### src/hw/rtl/tilt_complementary_filter_core_macros.svh
// ----------------------------------------------------------------------------
// Tilt filter assertion macros
// Shared concurrent check shorthands, clocked on clk.
// ----------------------------------------------------------------------------
`ifndef TILT_COMPLEMENTARY_FILTER_CORE_MACROS_SVH
`define TILT_COMPLEMENTARY_FILTER_CORE_MACROS_SVH

// same-cycle implication, ignored while in reset
`define TCF_ASSERT_HOLDS(lbl, ante, cons, msg) \
  lbl: assert property (@(posedge clk) disable iff (!rst_n) (ante) |-> (cons)) \
    else $error(msg);

// next-cycle implication, also checked across reset
`define TCF_ASSERT_AFTER(lbl, ante, cons, msg) \
  lbl: assert property (@(posedge clk) (ante) |=> (cons)) else $error(msg);

`endif

### src/hw/rtl/tcf_pkg.sv
// ----------------------------------------------------------------------------
// Tilt filter package
// Widths, constants, arctangent table and beat types for the tilt filter.
// ----------------------------------------------------------------------------
package tcf_pkg;

  // defaults for the top-level parameters
  localparam int DEF_CORDIC_STEPS    = 16;
  localparam int DEF_ANGLE_FRAC_BITS = 8;

  // field widths
  localparam int SAMPLE_W = 16;
  localparam int RAW_W    = 16;
  localparam int FILT_W   = 24;
  localparam int K_W      = 17;
  localparam int GAIN_W   = 24;

  // configuration port
  localparam int CFG_IDX_W  = 1;
  localparam int CFG_DATA_W = 24;
  localparam logic [CFG_IDX_W-1:0] REG_BLEND_WEIGHT = 1'd0;
  localparam logic [CFG_IDX_W-1:0] REG_GYRO_GAIN    = 1'd1;
  localparam logic [K_W-1:0]       BLEND_WEIGHT_RST = 17'd6554;
  localparam logic [GAIN_W-1:0]    GYRO_GAIN_RST    = 24'd10240;
  localparam logic [K_W-1:0]       K_ONE            = 17'd65536;

  // queue between front and back
  localparam int QUEUE_DEPTH = 2;

  // CORDIC datapath
  localparam int TAB_LEN   = 24;
  localparam int TAB_IDX_W = 5;
  localparam int ATAN_W    = 22;
  localparam int TAB_FRAC  = 16;
  localparam int PRE_SHIFT = 8;
  localparam int CW        = 27;   // x/y magnitude stays below 2^25
  localparam int ANG_W     = 25;   // accumulated angle, deg * 2^16

  // atan(2^-i) in degrees * 2^16, rounded to nearest
  localparam logic [ATAN_W-1:0] ATAN_TAB [TAB_LEN] = '{
    22'd2949120, 22'd1740967, 22'd919879, 22'd466945, 22'd234379, 22'd117304,
    22'd58666,   22'd29335,   22'd14668,  22'd7334,   22'd3667,   22'd1833,
    22'd917,     22'd458,     22'd229,    22'd115,    22'd57,     22'd29,
    22'd14,      22'd7,       22'd4,      22'd2,      22'd1,      22'd0
  };

  // filter saturation bounds
  localparam logic signed [FILT_W-1:0] FILT_MAX = 24'sh7FFFFF;
  localparam logic signed [FILT_W-1:0] FILT_MIN = 24'sh800000;

  // input beat
  typedef struct packed {
    logic signed [SAMPLE_W-1:0] accel_x;
    logic signed [SAMPLE_W-1:0] accel_y;
    logic signed [SAMPLE_W-1:0] accel_z;
    logic signed [SAMPLE_W-1:0] rate_x;
    logic signed [SAMPLE_W-1:0] rate_y;
  } in_item_t;

  // result beat
  typedef struct packed {
    logic signed [RAW_W-1:0]  tilt_x_raw;
    logic signed [FILT_W-1:0] tilt_x_filtered;
    logic signed [RAW_W-1:0]  tilt_y_raw;
    logic signed [FILT_W-1:0] tilt_y_filtered;
    logic                     clipped;
  } out_item_t;

  // classified sample: z folded into the right half plane of the CORDIC
  typedef struct packed {
    logic                       z_zero;
    logic [SAMPLE_W-1:0]        z_mag;
    logic signed [SAMPLE_W:0]   ax_fold;
    logic signed [SAMPLE_W:0]   ay_fold;
    logic signed [SAMPLE_W-1:0] rate_x;
    logic signed [SAMPLE_W-1:0] rate_y;
  } cmd_t;

  // back sequencer to lane
  typedef struct packed {
    logic start;
    logic retire;
  } lane_ctl_t;

  // lane to back sequencer
  typedef struct packed {
    logic idle;
    logic done;
  } lane_sts_t;

endpackage

### src/hw/rtl/tcf_front.sv
// ----------------------------------------------------------------------------
// Tilt filter front end
// Takes sample beats, folds z into the right half plane and queues them.
// ----------------------------------------------------------------------------
module tcf_front import tcf_pkg::*; (
  input  logic     clk,
  input  logic     rst_n,
  input  logic     in_push,
  output logic     in_full,
  input  in_item_t in_data,
  output logic     q_push,
  input  logic     q_full,
  output cmd_t     q_data
);

  logic     stage_v_r, stage_v_nxt;
  cmd_t     stage_r, stage_nxt;
  logic     accept;
  logic     z_neg;

  assign in_full = stage_v_r && q_full;
  assign accept  = in_push && !in_full;
  assign q_push  = stage_v_r && !q_full;
  assign q_data  = stage_r;

  // classify: zero z, |z|, and accel mirrored by sign of z
  assign z_neg = in_data.accel_z[SAMPLE_W-1];
  always_comb begin
    stage_nxt.z_zero  = (in_data.accel_z == '0);
    stage_nxt.z_mag   = z_neg ? SAMPLE_W'(-in_data.accel_z) : in_data.accel_z;
    stage_nxt.ax_fold = z_neg ? -(SAMPLE_W + 1)'(in_data.accel_x)
                              : (SAMPLE_W + 1)'(in_data.accel_x);
    stage_nxt.ay_fold = z_neg ? -(SAMPLE_W + 1)'(in_data.accel_y)
                              : (SAMPLE_W + 1)'(in_data.accel_y);
    stage_nxt.rate_x  = in_data.rate_x;
    stage_nxt.rate_y  = in_data.rate_y;
  end

  // stage occupancy
  always_comb begin
    stage_v_nxt = stage_v_r;
    if (accept) begin
      stage_v_nxt = 1'b1;
    end else if (q_push) begin
      stage_v_nxt = 1'b0;
    end
  end

  always_ff @(posedge clk) begin
    if (!rst_n) begin
      stage_v_r <= 1'b0;
    end else begin
      stage_v_r <= stage_v_nxt;
    end
  end

  always_ff @(posedge clk) begin
    if (accept) begin
      stage_r <= stage_nxt;
    end
  end

endmodule

### config.mk
export PLATFORM = sky130hd
export DESIGN_NAME = tcf_front
export DESIGN_NICKNAME = d
export VERILOG_FILES = /design/src/hw/rtl/tilt_complementary_filter_core_macros.svh /design/src/hw/rtl/tcf_pkg.sv /design/src/hw/rtl/tcf_front.sv
export SDC_FILE = /design/constraint.sdc
export NUM_CORES = 1
export LEC_CHECK = 0
export BUFFER_PORTS_ARGS = -buffer_cell sky130_fd_sc_hd__buf_4
export CAP_MARGIN = 20
export CORE_UTILIZATION = 42
export CTS_BUF_LIST = sky130_fd_sc_hd__clkbuf_4 sky130_fd_sc_hd__clkbuf_8 sky130_fd_sc_hd__clkbuf_16
export DETAILED_ROUTE_END_ITERATION = 16
export PLACE_DENSITY_LB_ADDON = 0.12
export SETUP_SLACK_MARGIN = 0.1
export SLEW_MARGIN = 5
export SYNTH_ARGS = -nofsm -noshare
export SYNTH_HDL_FRONTEND = slang
export SYNTH_SLANG_ARGS = --single-unit
### constraint.sdc
create_clock -name clk -period 5.5 [get_ports clk]
set_input_delay 1.1 -clock clk [delete_from_list [all_inputs] [get_ports clk]]
set_output_delay 1.1 -clock clk [all_outputs]
set_load 0.02 [all_outputs]
==> out/metrics.cfg <==
[run_status]
status=finished clean

[die]
start_util=0.4324
rows=33
dieArea_um2=8786
core_area_um2=8175
die_w_um=93.74
die_y_um=93.74
io_pins=169

[timing]
tns_ps=0
slew_headroom=0.4286
rsz0062_at_grt=no
timing.final.crit_share=0.5140
finalHoldViolations=0
skew_ps=11.31
tightest_slew_ps=855.3
slew_viol_final=0
min_period_ps=2827
setup-violations-final=0
timing.fmax_mhz=353.7

[routing]
drc=0
vias=2479
drtAntennaViolNets=0
drt_iter0_markers=84
first_pass_iters=4
routed_wl_um=7676
vias_per_cell=4.832
avgRoutedWirePerCell_um=14.96

[power]
finalPower_mw=1.573
ir_drop_mv=0.1197
total_leakage_power_nw=2.056
seqPwrFrac=0.492
power.internal_mw=1.211
cellPowerDensity_nw_per_um2=304.0
combPwrFrac=0.164
pwr-share-clk=0.344
sw_frac_of_total=0.2300
p_sw_mw=0.3618

[global_routing]
grt_pass1_vias=2325
grt_pass1_wl_um=11330
grt_overflow=0
track_usage=0.1755
antenna_found_initial=0
grt_start_max_net_pins=52

[synth]
ys_types=28
syn_nets=315
seq_area_frac_synth=0.7108
postSynthCellCount=228
synth_warnings=0
avgSynthCellArea_um2=15.50
synth_seq_cells=84
syn-cell-area_um2=3535

[placement]
dp.cells=497
hpwl_um=5715
numPortBuffers=168
gp_congestion=0.7685
dpl-instance-area_um2=4916

[clock_tree]
clk_pin_slew_worst_paths_ps=90
cts_setup_buffers=0
cts_tree=yes
clock_sinks=84
ctsLongestPathBuffers=2
postCtsHoldBufs=0
cts-root-buf=clkbuf_8
cts_resized=0
h-tree-depth=3
cts_buffers=9
clock_latency_ps=350

[layout]
fin_area_um2=5175
fill_cells=635
stdcell_count=513
diodes=0
syn2layout_area_growth_pct=46.41
num-nets-final=490
final_cell_mix=buf_4 (169), edfxtp_1 (83), xnor2_1 (41)
drive_above_1_share=0.4779
mostFrequentLayoutCell=buf_4

[setup_path]
crit_required_ps=5480
end_kind=flip-flop
start_kind=primary input
arrival_ps=2810
ff2ff_setup_slack_ps=3240
cp_max_fo=51
worstSetupPathType=primary input to flip-flop

[worst_hold_path]
hp-class=flip-flop to flip-flop

[job]
max_cap_viol_count=0

cells in the mapped netlist:
master           number  area, µm²
and2_1                1      6.260
buf_1                 1      3.750
clkbuf_1              3      11.26
clkdlybuf4s50_2       1      11.26
dfxtp_1               1      20.02
edfxtp_1             83       2492
ha_1                  3      37.54
inv_1                 8      30.03
mux2i_1               2      20.02
nand2_1              14      52.55
nand2b_1             10      62.56
nand3b_1              2      15.01
nor2_1                1      3.750
nor2b_1               3      18.77
nor3_1                2      10.01
nor4_1                5      31.28
nor4_2                1      12.51
nor4b_2               1      15.01
o21a_1                1      7.510
o21ai_0              15      75.07
o21ai_1               3      15.01
o21ai_2               2      17.52
o31ai_1               8      60.06
o41ai_1               8      70.07
or3_1                 2      12.51
or4_1                 1      7.510
or4_4                 5      56.30
xnor2_1              41      359.1
worst max-delay path: stages:
cell     delay [ps]
buf_4           110
and2_1          190
nor2b_4         680
buf_4           670
layer usage:
| metal | global-route usage | wire length, µm | share of wire | up-vias |
|---|---|---|---|---|
| met1 | 0.2006 | 3000 | 0.39 | 1144 |
| met4 | 0.08333 | 160 | 0.021 | 0 |
| met2 | 0.2822 | 3596 | 0.47 | 113 |
| met5 | 0 | 0 | 0 | - |
| met3 | 0.07605 | 918 | 0.12 | 14 |
| li1 | - | - | - | 1208 |
worst paths after layout:
check | from | endpoint | depth (start not counted)
worst min-delay path | stage_v_r$_SDFFE_PN0P_ | stage_v_r$_SDFFE_PN0P_ | 2
worst min register to register | stage_v_r$_SDFFE_PN0P_ | stage_v_r$_SDFFE_PN0P_ | 2
worst max register to register | stage_v_r$_SDFFE_PN0P_ | q_data[82]$_DFFE_PP_ | 3
worst max-delay path | q_full | q_data[82]$_DFFE_PP_ | 4
through the flow:
stage	util	setup slack (ps)	hold slack, ps
after global placement	0.6013	2339	641.1
final	0.6330	2673	683.1
after detailed placement	0.6013	2274	678.3
after floorplan	-	1533	730.0
after CTS	0.6330	2649	695.8
after global routing	0.6330	2512	743.0
state kept, by name (all words and copies together) (netlist names):
register / flops
q_data: 83
stage_v_r: 1
cell type report:
| class | count | area (µm²) | area share |
|---|---|---|---|
| timing repair buffer | 169 | 1269 | 0.2452 |
| clock inverter | 5 | 107.6 | 0.02079 |
| tap | 105 | 131.4 | 0.02539 |
| clock buffer | 11 | 151.4 | 0.02926 |
| inverter | 8 | 30.03 | 0.005803 |
| multi-input combinational | 131 | 973.4 | 0.1881 |
| sequential | 84 | 2512 | 0.4855 |
cells by family after synthesis:
| group | share of synthesized area |
|---|---|
| buffers and inverters | 0.01593 |
| AO/OA/AOI/OAI | 0.06938 |
| adder cells (fa/ha/maj) | 0.01062 |
| multiplexers | 0.005664 |
| AND/OR/NAND/NOR | 0.08601 |
| XOR/XNOR | 0.1016 |
| flip-flops | 0.7108 |
power groups by stage:
stage | registers (mW) | clock network, mW | logic, mW
2_1_floorplan | 0.847 | 0 | 0.0647
3_3_place_gp | 0.788 | 0 | 0.257
3_5_place_dp | 0.789 | 0 | 0.260
4_1_cts | 0.775 | 0.558 | 0.261
5_1_grt | 0.778 | 0.579 | 0.277
6_report | 0.774 | 0.542 | 0.258
Power figures use the tool's default switching activity.
