### config.mk
export PLATFORM = sky130hd
export DESIGN_NAME = tcf_fifo
export DESIGN_NICKNAME = d
export VERILOG_FILES = /design/src/hw/rtl/tilt_complementary_filter_core_macros.svh /design/src/hw/rtl/tcf_pkg.sv /design/src/hw/rtl/tcf_fifo.sv
export SDC_FILE = /design/constraint.sdc
export NUM_CORES = 1
export LEC_CHECK = 0
export ABC_AREA = 1
export BUFFER_PORTS_ARGS = -buffer_cell sky130_fd_sc_hd__buf_2
export CORE_ASPECT_RATIO = 1.75
export CORE_MARGIN = 3
export CORE_UTILIZATION = 45
export DETAILED_ROUTE_END_ITERATION = 7
export PLACE_DENSITY = 0.7
export RECOVER_POWER = 25
export SYNTH_ARGS = -nofsm -noshare
export SYNTH_HDL_FRONTEND = slang
export SYNTH_SLANG_ARGS = --single-unit
### constraint.sdc
create_clock -name clk -period 14.1 [get_ports clk]
set_input_delay 2.115 -clock clk [delete_from_list [all_inputs] [get_ports clk]]
set_output_delay 2.115 -clock clk [all_outputs]
set_load 0.01 [all_outputs]
### src/hw/rtl/tilt_complementary_filter_core_macros.svh
// ----------------------------------------------------------------------------
// Tilt filter assertion macros
// Shared concurrent check shorthands, clocked on clk.
// ----------------------------------------------------------------------------
`ifndef TILT_COMPLEMENTARY_FILTER_CORE_MACROS_SVH
`define TILT_COMPLEMENTARY_FILTER_CORE_MACROS_SVH

// same-cycle implication, ignored while in reset
`define TCF_ASSERT_HOLDS(lbl, ante, cons, msg) \
  lbl: assert property (@(posedge clk) disable iff (!rst_n) (ante) |-> (cons)) \
    else $error(msg);

// next-cycle implication, also checked across reset
`define TCF_ASSERT_AFTER(lbl, ante, cons, msg) \
  lbl: assert property (@(posedge clk) (ante) |=> (cons)) else $error(msg);

`endif

### src/hw/rtl/tcf_pkg.sv
// ----------------------------------------------------------------------------
// Tilt filter package
// Widths, constants, arctangent table and beat types for the tilt filter.
// ----------------------------------------------------------------------------
package tcf_pkg;

  // defaults for the top-level parameters
  localparam int DEF_CORDIC_STEPS    = 16;
  localparam int DEF_ANGLE_FRAC_BITS = 8;

  // field widths
  localparam int SAMPLE_W = 16;
  localparam int RAW_W    = 16;
  localparam int FILT_W   = 24;
  localparam int K_W      = 17;
  localparam int GAIN_W   = 24;

  // configuration port
  localparam int CFG_IDX_W  = 1;
  localparam int CFG_DATA_W = 24;
  localparam logic [CFG_IDX_W-1:0] REG_BLEND_WEIGHT = 1'd0;
  localparam logic [CFG_IDX_W-1:0] REG_GYRO_GAIN    = 1'd1;
  localparam logic [K_W-1:0]       BLEND_WEIGHT_RST = 17'd6554;
  localparam logic [GAIN_W-1:0]    GYRO_GAIN_RST    = 24'd10240;
  localparam logic [K_W-1:0]       K_ONE            = 17'd65536;

  // queue between front and back
  localparam int QUEUE_DEPTH = 2;

  // CORDIC datapath
  localparam int TAB_LEN   = 24;
  localparam int TAB_IDX_W = 5;
  localparam int ATAN_W    = 22;
  localparam int TAB_FRAC  = 16;
  localparam int PRE_SHIFT = 8;
  localparam int CW        = 27;   // x/y magnitude stays below 2^25
  localparam int ANG_W     = 25;   // accumulated angle, deg * 2^16

  // atan(2^-i) in degrees * 2^16, rounded to nearest
  localparam logic [ATAN_W-1:0] ATAN_TAB [TAB_LEN] = '{
    22'd2949120, 22'd1740967, 22'd919879, 22'd466945, 22'd234379, 22'd117304,
    22'd58666,   22'd29335,   22'd14668,  22'd7334,   22'd3667,   22'd1833,
    22'd917,     22'd458,     22'd229,    22'd115,    22'd57,     22'd29,
    22'd14,      22'd7,       22'd4,      22'd2,      22'd1,      22'd0
  };

  // filter saturation bounds
  localparam logic signed [FILT_W-1:0] FILT_MAX = 24'sh7FFFFF;
  localparam logic signed [FILT_W-1:0] FILT_MIN = 24'sh800000;

  // input beat
  typedef struct packed {
    logic signed [SAMPLE_W-1:0] accel_x;
    logic signed [SAMPLE_W-1:0] accel_y;
    logic signed [SAMPLE_W-1:0] accel_z;
    logic signed [SAMPLE_W-1:0] rate_x;
    logic signed [SAMPLE_W-1:0] rate_y;
  } in_item_t;

  // result beat
  typedef struct packed {
    logic signed [RAW_W-1:0]  tilt_x_raw;
    logic signed [FILT_W-1:0] tilt_x_filtered;
    logic signed [RAW_W-1:0]  tilt_y_raw;
    logic signed [FILT_W-1:0] tilt_y_filtered;
    logic                     clipped;
  } out_item_t;

  // classified sample: z folded into the right half plane of the CORDIC
  typedef struct packed {
    logic                       z_zero;
    logic [SAMPLE_W-1:0]        z_mag;
    logic signed [SAMPLE_W:0]   ax_fold;
    logic signed [SAMPLE_W:0]   ay_fold;
    logic signed [SAMPLE_W-1:0] rate_x;
    logic signed [SAMPLE_W-1:0] rate_y;
  } cmd_t;

  // back sequencer to lane
  typedef struct packed {
    logic start;
    logic retire;
  } lane_ctl_t;

  // lane to back sequencer
  typedef struct packed {
    logic idle;
    logic done;
  } lane_sts_t;

endpackage

### src/hw/rtl/tcf_fifo.sv
// ----------------------------------------------------------------------------
// Tilt filter command queue
// Short first-word-fall-through queue between the front and the back.
// ----------------------------------------------------------------------------
module tcf_fifo import tcf_pkg::*; #(
  parameter int DEPTH = QUEUE_DEPTH
) (
  input  logic clk,
  input  logic rst_n,
  input  logic push,
  output logic full,
  input  cmd_t wdata,
  input  logic pop,
  output logic empty,
  output cmd_t rdata
);

  localparam int PTR_W = (DEPTH > 1) ? $clog2(DEPTH) : 1;
  localparam int CNT_W = $clog2(DEPTH + 1);

  cmd_t             mem_r [DEPTH];
  logic [PTR_W-1:0] wr_ptr_r, wr_ptr_nxt;
  logic [PTR_W-1:0] rd_ptr_r, rd_ptr_nxt;
  logic [CNT_W-1:0] cnt_r, cnt_nxt;
  logic             do_push, do_pop;

  assign full    = (cnt_r == CNT_W'(DEPTH));
  assign empty   = (cnt_r == '0);
  assign do_push = push && !full;
  assign do_pop  = pop && !empty;
  assign rdata   = mem_r[rd_ptr_r];

  // pointer and fill count update
  always_comb begin
    wr_ptr_nxt = wr_ptr_r;
    rd_ptr_nxt = rd_ptr_r;
    if (do_push) begin
      wr_ptr_nxt = (wr_ptr_r == PTR_W'(DEPTH - 1)) ? '0 : wr_ptr_r + 1'b1;
    end
    if (do_pop) begin
      rd_ptr_nxt = (rd_ptr_r == PTR_W'(DEPTH - 1)) ? '0 : rd_ptr_r + 1'b1;
    end
    unique case ({do_push, do_pop})
      2'b10:   cnt_nxt = cnt_r + 1'b1;
      2'b01:   cnt_nxt = cnt_r - 1'b1;
      default: cnt_nxt = cnt_r;
    endcase
  end

  always_ff @(posedge clk) begin
    if (!rst_n) begin
      wr_ptr_r <= '0;
      rd_ptr_r <= '0;
      cnt_r    <= '0;
    end else begin
      wr_ptr_r <= wr_ptr_nxt;
      rd_ptr_r <= rd_ptr_nxt;
      cnt_r    <= cnt_nxt;
    end
  end

  // storage
  always_ff @(posedge clk) begin
    if (do_push) begin
      mem_r[wr_ptr_r] <= wdata;
    end
  end

endmodule

==> results of run 1 <==
==> layout make-up <==
cell class / count / area, um^2
Tap cell: 177 / 221.5
Clock buffer: 20 / 446.7
Multi-Input combinational cell: 109 / 1318
Timing Repair Buffer: 174 / 855.8
Fill cell: 1104 / 6048
Clock inverter: 12 / 107.6
Inverter: 9 / 35.03
Sequential cell: 171 / 5089
==> sequential cells by signal (all words and copies together) (netlist names), named ones only <==
register,count
rd_ptr_r,1
wr_ptr_r,1
mem_r,166
cnt_r,2
==> logic make-up after synthesis <==
| family | count (synthesis) | share of synthesized area |
|---|---|---|
| AOI/OAI and AO/OA | 2 | 0.001519 |
| adders and majority gates | 1 | 0.001900 |
| buffers and inverters | 18 | 0.02888 |
| DFF | 171 | 0.7722 |
| muxes | 83 | 0.1818 |
| and+or+nand+nor | 23 | 0.01368 |
==> cell usage after synthesis (all sizes together) <==
library cell	n	area, um^2
nand2	8	30.03
o21ai	1	5.000
ha	1	12.51
edfxtp	166	4985
nor2	13	48.80
nand4	1	6.260
inv	9	33.78
a21oi	1	5.000
nand3	1	5.000
mux2	83	1197
dfxtp	5	100.1
buf	9	156.4
==> where the power goes <==
part | leakage [nW] | internal (W) | switching [W] | total, W
Combinational | 1.29 | 0.000132 | 0.000130 | 0.000262
Clock | 0.266 | 0.000235 | 0.000190 | 0.000426
Sequential | 1.59 | 0.000623 | 0.0000198 | 0.000643
Total | 3.15 | 0.000990 | 0.000340 | 0.00133
==> worst max-delay path by stage <==
stage | slack, ns | depth (start not counted) | to | start
final | 9.47 | 3 | rdata[63] | register
after global routing | 9.30 | 3 | rdata[63] | register
after CTS | 9.42 | 3 | rdata[70] | register
after detailed placement | 9.87 | 3 | rdata[63] | register
after global placement | 9.90 | 3 | rdata[70] | register
after floorplan | 7.75 | 4 | mem_r[0][0] | push
==> per-layer routing <==
| metal | global-route usage | vias up | share of wire |
|---|---|---|---|
| li1 | - | 1520 | - |
| met1 | 0.1424 | 1605 | 0.34 |
| met2 | 0.2686 | 100 | 0.58 |
| met3 | 0.05591 | 13 | 0.058 |
| met4 | 0.05425 | 0 | 0.018 |
| met5 | 0 | - | 0 |
==> worst min-delay path, cell delays in order (launching register included) <==
cell and delay, ns:
dfxtp_1 0.34, nor2_1 0.06, nor2_1 0.07
==> through the flow <==
stage | total power (W) | hold slack (ns) | std cells
after CTS | 0.001350 | 0.5127 | 672
after global placement | 0.0009135 | 0.4744 | 640
after global routing | 0.001389 | 0.5442 | 672
after floorplan | 0.0008437 | 0.4522 | 298
final | 0.001330 | 0.5058 | 672
after detailed placement | 0.0009215 | 0.4837 | 640
==> results.json, run 1 <==
{
  "status": "finished, final reports clean",
  "post-cts-setup-buffers": 0,
  "clock-root-buffer": "clkbuf_16",
  "placed_cell_area_um2": 7541,
  "worstMarginPinSlew_ns": 1.122,
  "cap_violations": 0,
  "drcViolationCount": 0,
  "fin_area_um2": 8073,
  "rsz0062_at_grt": "false",
  "synth_cells": 298,
  "cp-start-kind": "register",
  "final_cell_mix": "edfxtp_1 (166), buf_2 (153), mux2_4 (70)",
  "htreeDepth": 4,
  "diodes": 0,
  "ys_warn_count": 0,
  "skew_ns": 0.009901,
  "r2r_setup_slack_ns": 11.97,
  "die_h_um": 166.0,
  "fp.dieW_um": 97.45,
  "hpwl_mm": 7.679,
  "vias": 3238,
  "ys_ff_latch": 171,
  "gp_congestion": 0.7427,
  "io_pins": 172,
  "synth.avg_cell_area_um2": 22.10,
  "pre_cts_slack_ns": 9.871,
  "path_clk_slew_ns": 0.06,
  "hold_start": "rd_ptr_r",
  "drt_iter0_drc": 139,
  "dieArea_um2": 16180,
  "grt.total_usage": 0.1445,
  "timing.rr.start": "cnt_r[0]",
  "reg2reg_depth": 5,
  "timing.slew.headroom": 0.2519,
  "cpPeakStageDelay_ns": 0.93,
  "ctsHoldBuffers": 0,
  "setup_viol": 0,
  "path_buf_inv": 2,
  "detail_route.wirelength_mm": 11.44,
  "grt_max_degree": 84,
  "grt_pass1_vias": 3492,
  "synth.distinct_cells": 15,
  "post-route-period-util": 0.3283,
  "clkLatencyLatePin_ns": 0.41,
  "drive_above_1_share": 0.5495,
  "io_buffers": 171,
  "antenna_found_initial": 0,
  "synth_fp_nets": 386,
  "clock-sinks": 171,
  "yosysSeqAreaShare": 0.7722,
  "setup_tns_ns": 0,
  "ant_nets": 0,
  "clock_path_buffers": 2,
  "worstPathMaxFanout": 62,
  "area_growth_pct": 22.59,
  "timing.fmax_ghz": 0.2161,
  "crit_arrival_ns": 2.51,
  "end_kind": "primary output",
  "layout_min_cycle_time_ns": 4.629,
  "leakagePower_nw": 3.151,
  "crit_family": "buffers and inverters",
  "setup_slack_ns": 9.471,
  "hold_viol": 0,
  "syn_area_um2": 6585,
  "num_rows": 57,
  "power.density_nw_per_um2": 164.7,
  "grt_pass1_wl_mm": 17.91,
  "fin_nets": 570,
  "avgRoutedWirePerCell_um": 17.02,
  "ir_worst_vdd_uv": 110.0,
  "hold_path.class": "register to register",
  "maxSlewViolCount": 0,
  "hold_depth": 2,
  "r2r_end": "mem_r[0][20]",
  "vias_per_cell": 4.818,
  "start_util": 0.4663,
  "final_util": 0.5717,
  "critPathKind": "register to primary output",
  "layout_commonest_cell": "edfxtp_1",
  "cts_buffers": 17,
  "cts_resized": 0,
  "cts_tree": "yes",
  "crit_chain": "buf_4 -> mux2_2 -> buf_2",
  "firstDrtPassIters": 4,
  "design.core.area_um2": 14120,
  "cpMaxStageDelayCell": "buf_4",
  "crit_required_ns": 11.98,
  "overflow": 0
}
(Power assumes the default switching activity.)
==> run 2: changes to the inputs <==
--- a/config.mk
+++ b/config.mk
@@ -11,7 +11,7 @@
 export CORE_MARGIN = 3
 export CORE_UTILIZATION = 45
 export DETAILED_ROUTE_END_ITERATION = 7
-export PLACE_DENSITY = 0.7
+export PLACE_DENSITY = 0.72
 export RECOVER_POWER = 25
 export SYNTH_ARGS = -nofsm -noshare
 export SYNTH_HDL_FRONTEND = slang
==> constraint.sdc (replaced) <==
create_clock -name clk -period 4.1 [get_ports clk]
set_input_delay 0.615 -clock clk [delete_from_list [all_inputs] [get_ports clk]]
set_output_delay 0.615 -clock clk [all_outputs]
set_load 0.01 [all_outputs]
==> run 2 against run 1 <==
Net effect:
- register-to-register slack got worse by 10 ns
- wire length grew 5.2%
- global-route usage up 0.56 points
- total power rose to 3.6 times the previous value
- highest routed layer is now met5
- setup slack lost 8.3 ns
- clock skew down 0.0027 ns
- die area stayed put
- sequential cell count unchanged
- sequential share of layout area decreased by 0.65 points
- critical endpoint is now rdata[4]
==> results.json, run 2 (synthesis gave the netlist of run 1 again) <==
{
  "status": "finished, final reports clean",
  "largest_register": "mem_r",
  "cts_buffers": 17,
  "largest_register_ff_count": 166,
  "detail_route.wirelength_mm": 12.03,
  "hold_start": "wdata[14]",
  "critPathKind": "register to primary output",
  "ant_nets": 0,
  "cpPeakStageDelay_ns": 0.84,
  "fill_cells": 1092,
  "vias": 3324,
  "overflow": 0,
  "ff_latch_area_um2": 5089,
  "power_switching_w": 0.001166,
  "hpwl_mm": 8.334,
  "drive_above_1_share": 0.5392,
  "critical_path_cell_count": 3,
  "setup_tns_ns": 0,
  "hold_depth": 1,
  "clockPowerShare": 0.350,
  "firstDrtPassIters": 4,
  "num_rows": 57,
  "leakagePower_nw": 3.180,
  "crit_arrival_ns": 2.27,
  "internal_power_w": 0.003617,
  "drt_iter0_drc": 100,
  "drcViolationCount": 0,
  "cts_resized": 0,
  "post-route-period-util": 0.7035,
  "post-cts-setup-buffers": 0,
  "top_regs": "mem_r (166), cnt_r (2)",
  "layout_min_cycle_time_ns": 2.885,
  "multi_input_area_um2": 1318,
  "clock_path_buffers": 2,
  "area_growth_pct": 23.86,
  "crit_family": "flip-flops",
  "timing.rr.start": "cnt_r[1]",
  "layout_commonest_cell": "edfxtp_1",
  "crit_chain": "buf_4 -> mux2_4 -> buf_2",
  "timing.fmax_ghz": 0.3467,
  "ctsHoldBuffers": 0,
  "fin_nets": 573,
  "grt_pass1_vias": 3629,
  "path_buf_inv": 2,
  "grt_pass1_wl_mm": 18.44,
  "start_util": 0.4663,
  "swShare": 0.2437,
  "ir_worst_vdd_uv": 307.1,
  "clock-root-buffer": "clkbuf_16",
  "final_cell_mix": "edfxtp_1 (166), buf_2 (147), mux2_4 (70)",
  "dieArea_um2": 16180,
  "design.core.area_um2": 14120,
  "reg2reg_depth": 6,
  "worstPathMaxFanout": 44,
  "gp_congestion": 0.7452,
  "setup_slack_ns": 1.215,
  "worstMarginPinSlew_ns": 0.8350,
  "cp-start-kind": "register",
  "setup_viol": 0,
  "cap_violations": 0,
  "end_kind": "primary output",
  "hold_path.class": "input pin to register",
  "fp.dieW_um": 97.45,
  "pre_cts_slack_ns": 1.616,
  "power.density_nw_per_um2": 586.4,
  "grt.total_usage": 0.1501,
  "cts_tree": "yes",
  "skew_ns": 0.007172,
  "htreeDepth": 4,
  "io_buffers": 171,
  "clkLatencyLatePin_ns": 0.41,
  "avgRoutedWirePerCell_um": 17.83,
  "die_h_um": 166.0,
  "rsz0062_at_grt": "false",
  "cpMaxStageDelayCell": "dfxtp_4",
  "p_seq_frac": 0.467,
  "hold_viol": 0,
  "maxSlewViolCount": 0,
  "antenna_found_initial": 2,
  "timing.slew.headroom": 0.4433,
  "crit_required_ns": 3.48,
  "power_frac_comb": 0.183,
  "grt_max_degree": 55,
  "vias_per_cell": 4.924,
  "path_clk_slew_ns": 0.07,
  "clock-sinks": 171,
  "io_pins": 172
}
[run 2: changes by cell type in the layout (fill, tap and decap cells not counted), sizes merged]
cell	change
clkinv	-3
clkbuf	+6
inv	-1
diode	+1
buf	-4
bufinv	+4
[run 2: power by group through the flow]
stage          combinational (W)  sequential [W]  clock [W]
2_1_floorplan           0.000675         0.00222          0
3_3_place_gp            0.000880         0.00226          0
3_5_place_dp            0.000895         0.00227          0
4_1_cts                 0.000899         0.00224    0.00171
5_1_grt                 0.000943         0.00226    0.00177
6_report                0.000877         0.00223    0.00167
[run 2: final timing paths]
kind / end / slack (ns)
max: rdata[4] / 1.22
max reg2reg: mem_r[1][50] / 1.85
min reg2reg: register / 0.49
min: mem_r[0][14] / 0.38
[run 2: final cells by class]
class	instances	area share
flip-flops and latches	171	0.6239
multi-input cells	109	0.1615
repair buffers	177	0.1068
clock buffers	19	0.05308
well taps	177	0.02715
clock inverters	12	0.02301
inverters	9	0.004295
diodes	1	0.0003068
[run 2: worst register-to-register path, cell delays in order, from the launching register on]
cell	delay, ns
dfxtp_1	0.35
inv_1	0.07
nor2_1	0.16
nor2_1	0.09
nand2_1	0.10
clkinv_2	0.63
buf_4	0.54
[run 2: per-stage QoR]
| stage | power, W | util | instances | area [um^2] | hold WS (ns) |
|---|---|---|---|---|---|
| CTS | 0.004847 | 0.5796 | 674 | 8184 | 0.3620 |
| floorplan | 0.002895 | - | 298 | 6588 | 0.4522 |
| finish | 0.004783 | 0.5776 | 675 | 8157 | 0.3848 |
| detailed placement | 0.003169 | 0.5356 | 643 | 7564 | 0.4752 |
| global placement | 0.003141 | 0.5356 | 643 | 7564 | 0.4761 |
| global route | 0.004968 | 0.5776 | 675 | 8157 | 0.3570 |
[run 2: metal layers]
metal / share of wire / vias to the layer above / global-route usage
li1: - / 1532 / -
met1: 0.33 / 1631 / 0.1395
met2: 0.57 / 120 / 0.2764
met3: 0.056 / 39 / 0.05212
met4: 0.040 / 2 / 0.08800
met5: 0.00075 / - / 0
==> run 3: changes to the inputs <==
--- a/config.mk
+++ b/config.mk
@@ -11,7 +11,7 @@
 export CORE_MARGIN = 3
 export CORE_UTILIZATION = 45
 export DETAILED_ROUTE_END_ITERATION = 7
-export PLACE_DENSITY = 0.72
+export PLACE_DENSITY = 0.7
 export RECOVER_POWER = 25
 export SYNTH_ARGS = -nofsm -noshare
 export SYNTH_HDL_FRONTEND = slang
==> constraint.sdc (replaced) <==
create_clock -name clk -period 2.8 [get_ports clk]
set_input_delay 0.42 -clock clk [delete_from_list [all_inputs] [get_ports clk]]
set_output_delay 0.42 -clock clk [all_outputs]
set_load 0.01 [all_outputs]
==> run 3 against run 2 <==
Net effect:
- total power increased by 42%
- setup slack got worse by 0.69 ns
- final cell count increased by 0.44%
- clock skew decreased by 0.0014 ns
- sequential share of layout area increased by 0.16 points
- clock power increased by 32%
- largest cell class unchanged
==> results.json, run 3 (synthesis gave the netlist of run 1 again) <==
{
  "status": "finished, final reports clean",
  "ant_nets": 0,
  "pre_cts_slack_ns": 0.9069,
  "r2r_setup_slack_ns": 1.01,
  "fp.dieW_um": 97.45,
  "swShare": 0.2544,
  "io_pins": 172,
  "hold_path.class": "input pin to register",
  "cap_violations": 0,
  "met3_usage": 0.04834,
  "setup_tns_ns": 0,
  "avgRoutedWirePerCell_um": 17.63,
  "cp-start-kind": "register",
  "num_rows": 57,
  "timing.rr.start": "cnt_r[0]",
  "power.density_nw_per_um2": 832.2,
  "timing.fmax_ghz": 0.4388,
  "dieArea_um2": 16180,
  "p_seq_frac": 0.479,
  "whs_endpoint": "mem_r[0][42]",
  "hold_viol": 0,
  "whs_ns": 0.1974,
  "setup_viol": 0,
  "ff_latch_area_um2": 5089,
  "die_h_um": 166.0,
  "gp_congestion": 0.7436,
  "drt_iter0_drc": 151,
  "maxSlewViolCount": 0,
  "r2r_end": "mem_r[0][3]",
  "htreeDepth": 4,
  "grt_max_degree": 48,
  "cpMaxStageDelayCell": "dfxtp_4",
  "grt_busiest_layer": "met2",
  "fin_nets": 574,
  "design.core.area_um2": 14120,
  "crit_required_ns": 2.38,
  "dp_cells": 644,
  "area_growth_pct": 23.54,
  "grt_pass1_vias": 3565,
  "detail_route.wirelength_mm": 11.95,
  "cpPeakStageDelay_ns": 0.62,
  "final_util": 0.5761,
  "ctsHoldBuffers": 0,
  "hold_start": "wdata[42]",
  "drive_above_1_share": 0.5571,
  "vias": 3272,
  "internal_power_w": 0.005048,
  "power_frac_comb": 0.194,
  "reg2reg_depth": 5,
  "post-cts-setup-buffers": 0,
  "grt.total_usage": 0.1478,
  "cts_tree": "yes",
  "worstMarginPinSlew_ns": 0.6572,
  "timing.slew.headroom": 0.5619,
  "ir_worst_vdd_uv": 508.0,
  "largest_register_ff_count": 166,
  "drcViolationCount": 0,
  "multi_input_area_um2": 1318,
  "hpwl_mm": 8.508,
  "use_met2": 0.2764,
  "clock_path_buffers": 2,
  "fill_cells": 1141,
  "cts_resized": 0,
  "top_regs": "mem_r (166), cnt_r (2)",
  "clock-root-buffer": "clkbuf_16",
  "clockPowerShare": 0.327,
  "crit_arrival_ns": 1.86,
  "crit_chain": "buf_12 -> mux2_4 -> buf_2",
  "final_cell_mix": "edfxtp_1 (166), buf_2 (155), mux2_4 (70)",
  "rsz0062_at_grt": "false",
  "layout_min_cycle_time_ns": 2.279,
  "leakagePower_nw": 3.188,
  "firstDrtPassIters": 4,
  "skew_ns": 0.005735,
  "setup_slack_ns": 0.5213,
  "grt_pass1_wl_mm": 18.31,
  "io_buffers": 171,
  "end_kind": "primary output",
  "overflow": 0,
  "cts_buffers": 17,
  "stdcell_count": 678,
  "vias_per_cell": 4.826,
  "critPathKind": "register to primary output",
  "clock-sinks": 171,
  "hold_depth": 1,
  "largest_register": "mem_r",
  "use_met1": 0.1425,
  "layout_commonest_cell": "edfxtp_1",
  "post-route-period-util": 0.8138,
  "power_switching_w": 0.001722,
  "path_clk_slew_ns": 0.07,
  "clkLatencyLatePin_ns": 0.41,
  "antenna_found_initial": 6,
  "start_util": 0.4663,
  "worstPathMaxFanout": 38
}
run 3: area by class of cell:
type	count	share of cell area
Antenna cell	2	0.0006152
Timing Repair Buffer	178	0.1107
Clock buffer	18	0.05275
Tap cell	177	0.02722
Sequential cell	171	0.6255
Multi-Input combinational cell	109	0.1619
Inverter	9	0.004306
Clock inverter	14	0.01692
run 3: power groups by stage:
stage / clock (W) / combinational, W / sequential [W]
2_1_floorplan: 0 / 0.000991 / 0.00324
3_3_place_gp: 0 / 0.00133 / 0.00329
3_5_place_dp: 0 / 0.00135 / 0.00331
4_1_cts: 0.00226 / 0.00135 / 0.00325
5_1_grt: 0.00238 / 0.00141 / 0.00327
6_report: 0.00221 / 0.00132 / 0.00324
run 3: per-layer routing:
layer	up-vias	routed length, um
li1	1529	-
met1	1597	4027
met2	109	6883
met3	29	649
met4	8	335
met5	-	56
run 3: through the flow:
stage / total power (W) / cell area, um^2
2_1_floorplan: 0.004235 / 6593
3_3_place_gp: 0.004615 / 7584
3_5_place_dp: 0.004652 / 7584
6_report: 0.006771 / 8135
5_1_grt: 0.007063 / 8135
4_1_cts: 0.006861 / 8150
run 3: worst max path at each step:
stage	from	end	slack, ns	cells past startpoint
finish	register	rdata[57]	0.52	3
global route	register	rdata[26]	0.43	3
CTS	register	rdata[26]	0.47	3
detailed placement	register	rdata[26]	0.91	3
global placement	register	rdata[26]	0.91	3
floorplan	push	mem_r[1][0]	0.06	4
run 3: worst max-delay path, delay by kind of cell, from the launching register on:
family                 cells  cell delay [ns]
buffers and inverters      2             0.47
flip-flops                 1             0.62
multiplexers               1             0.33
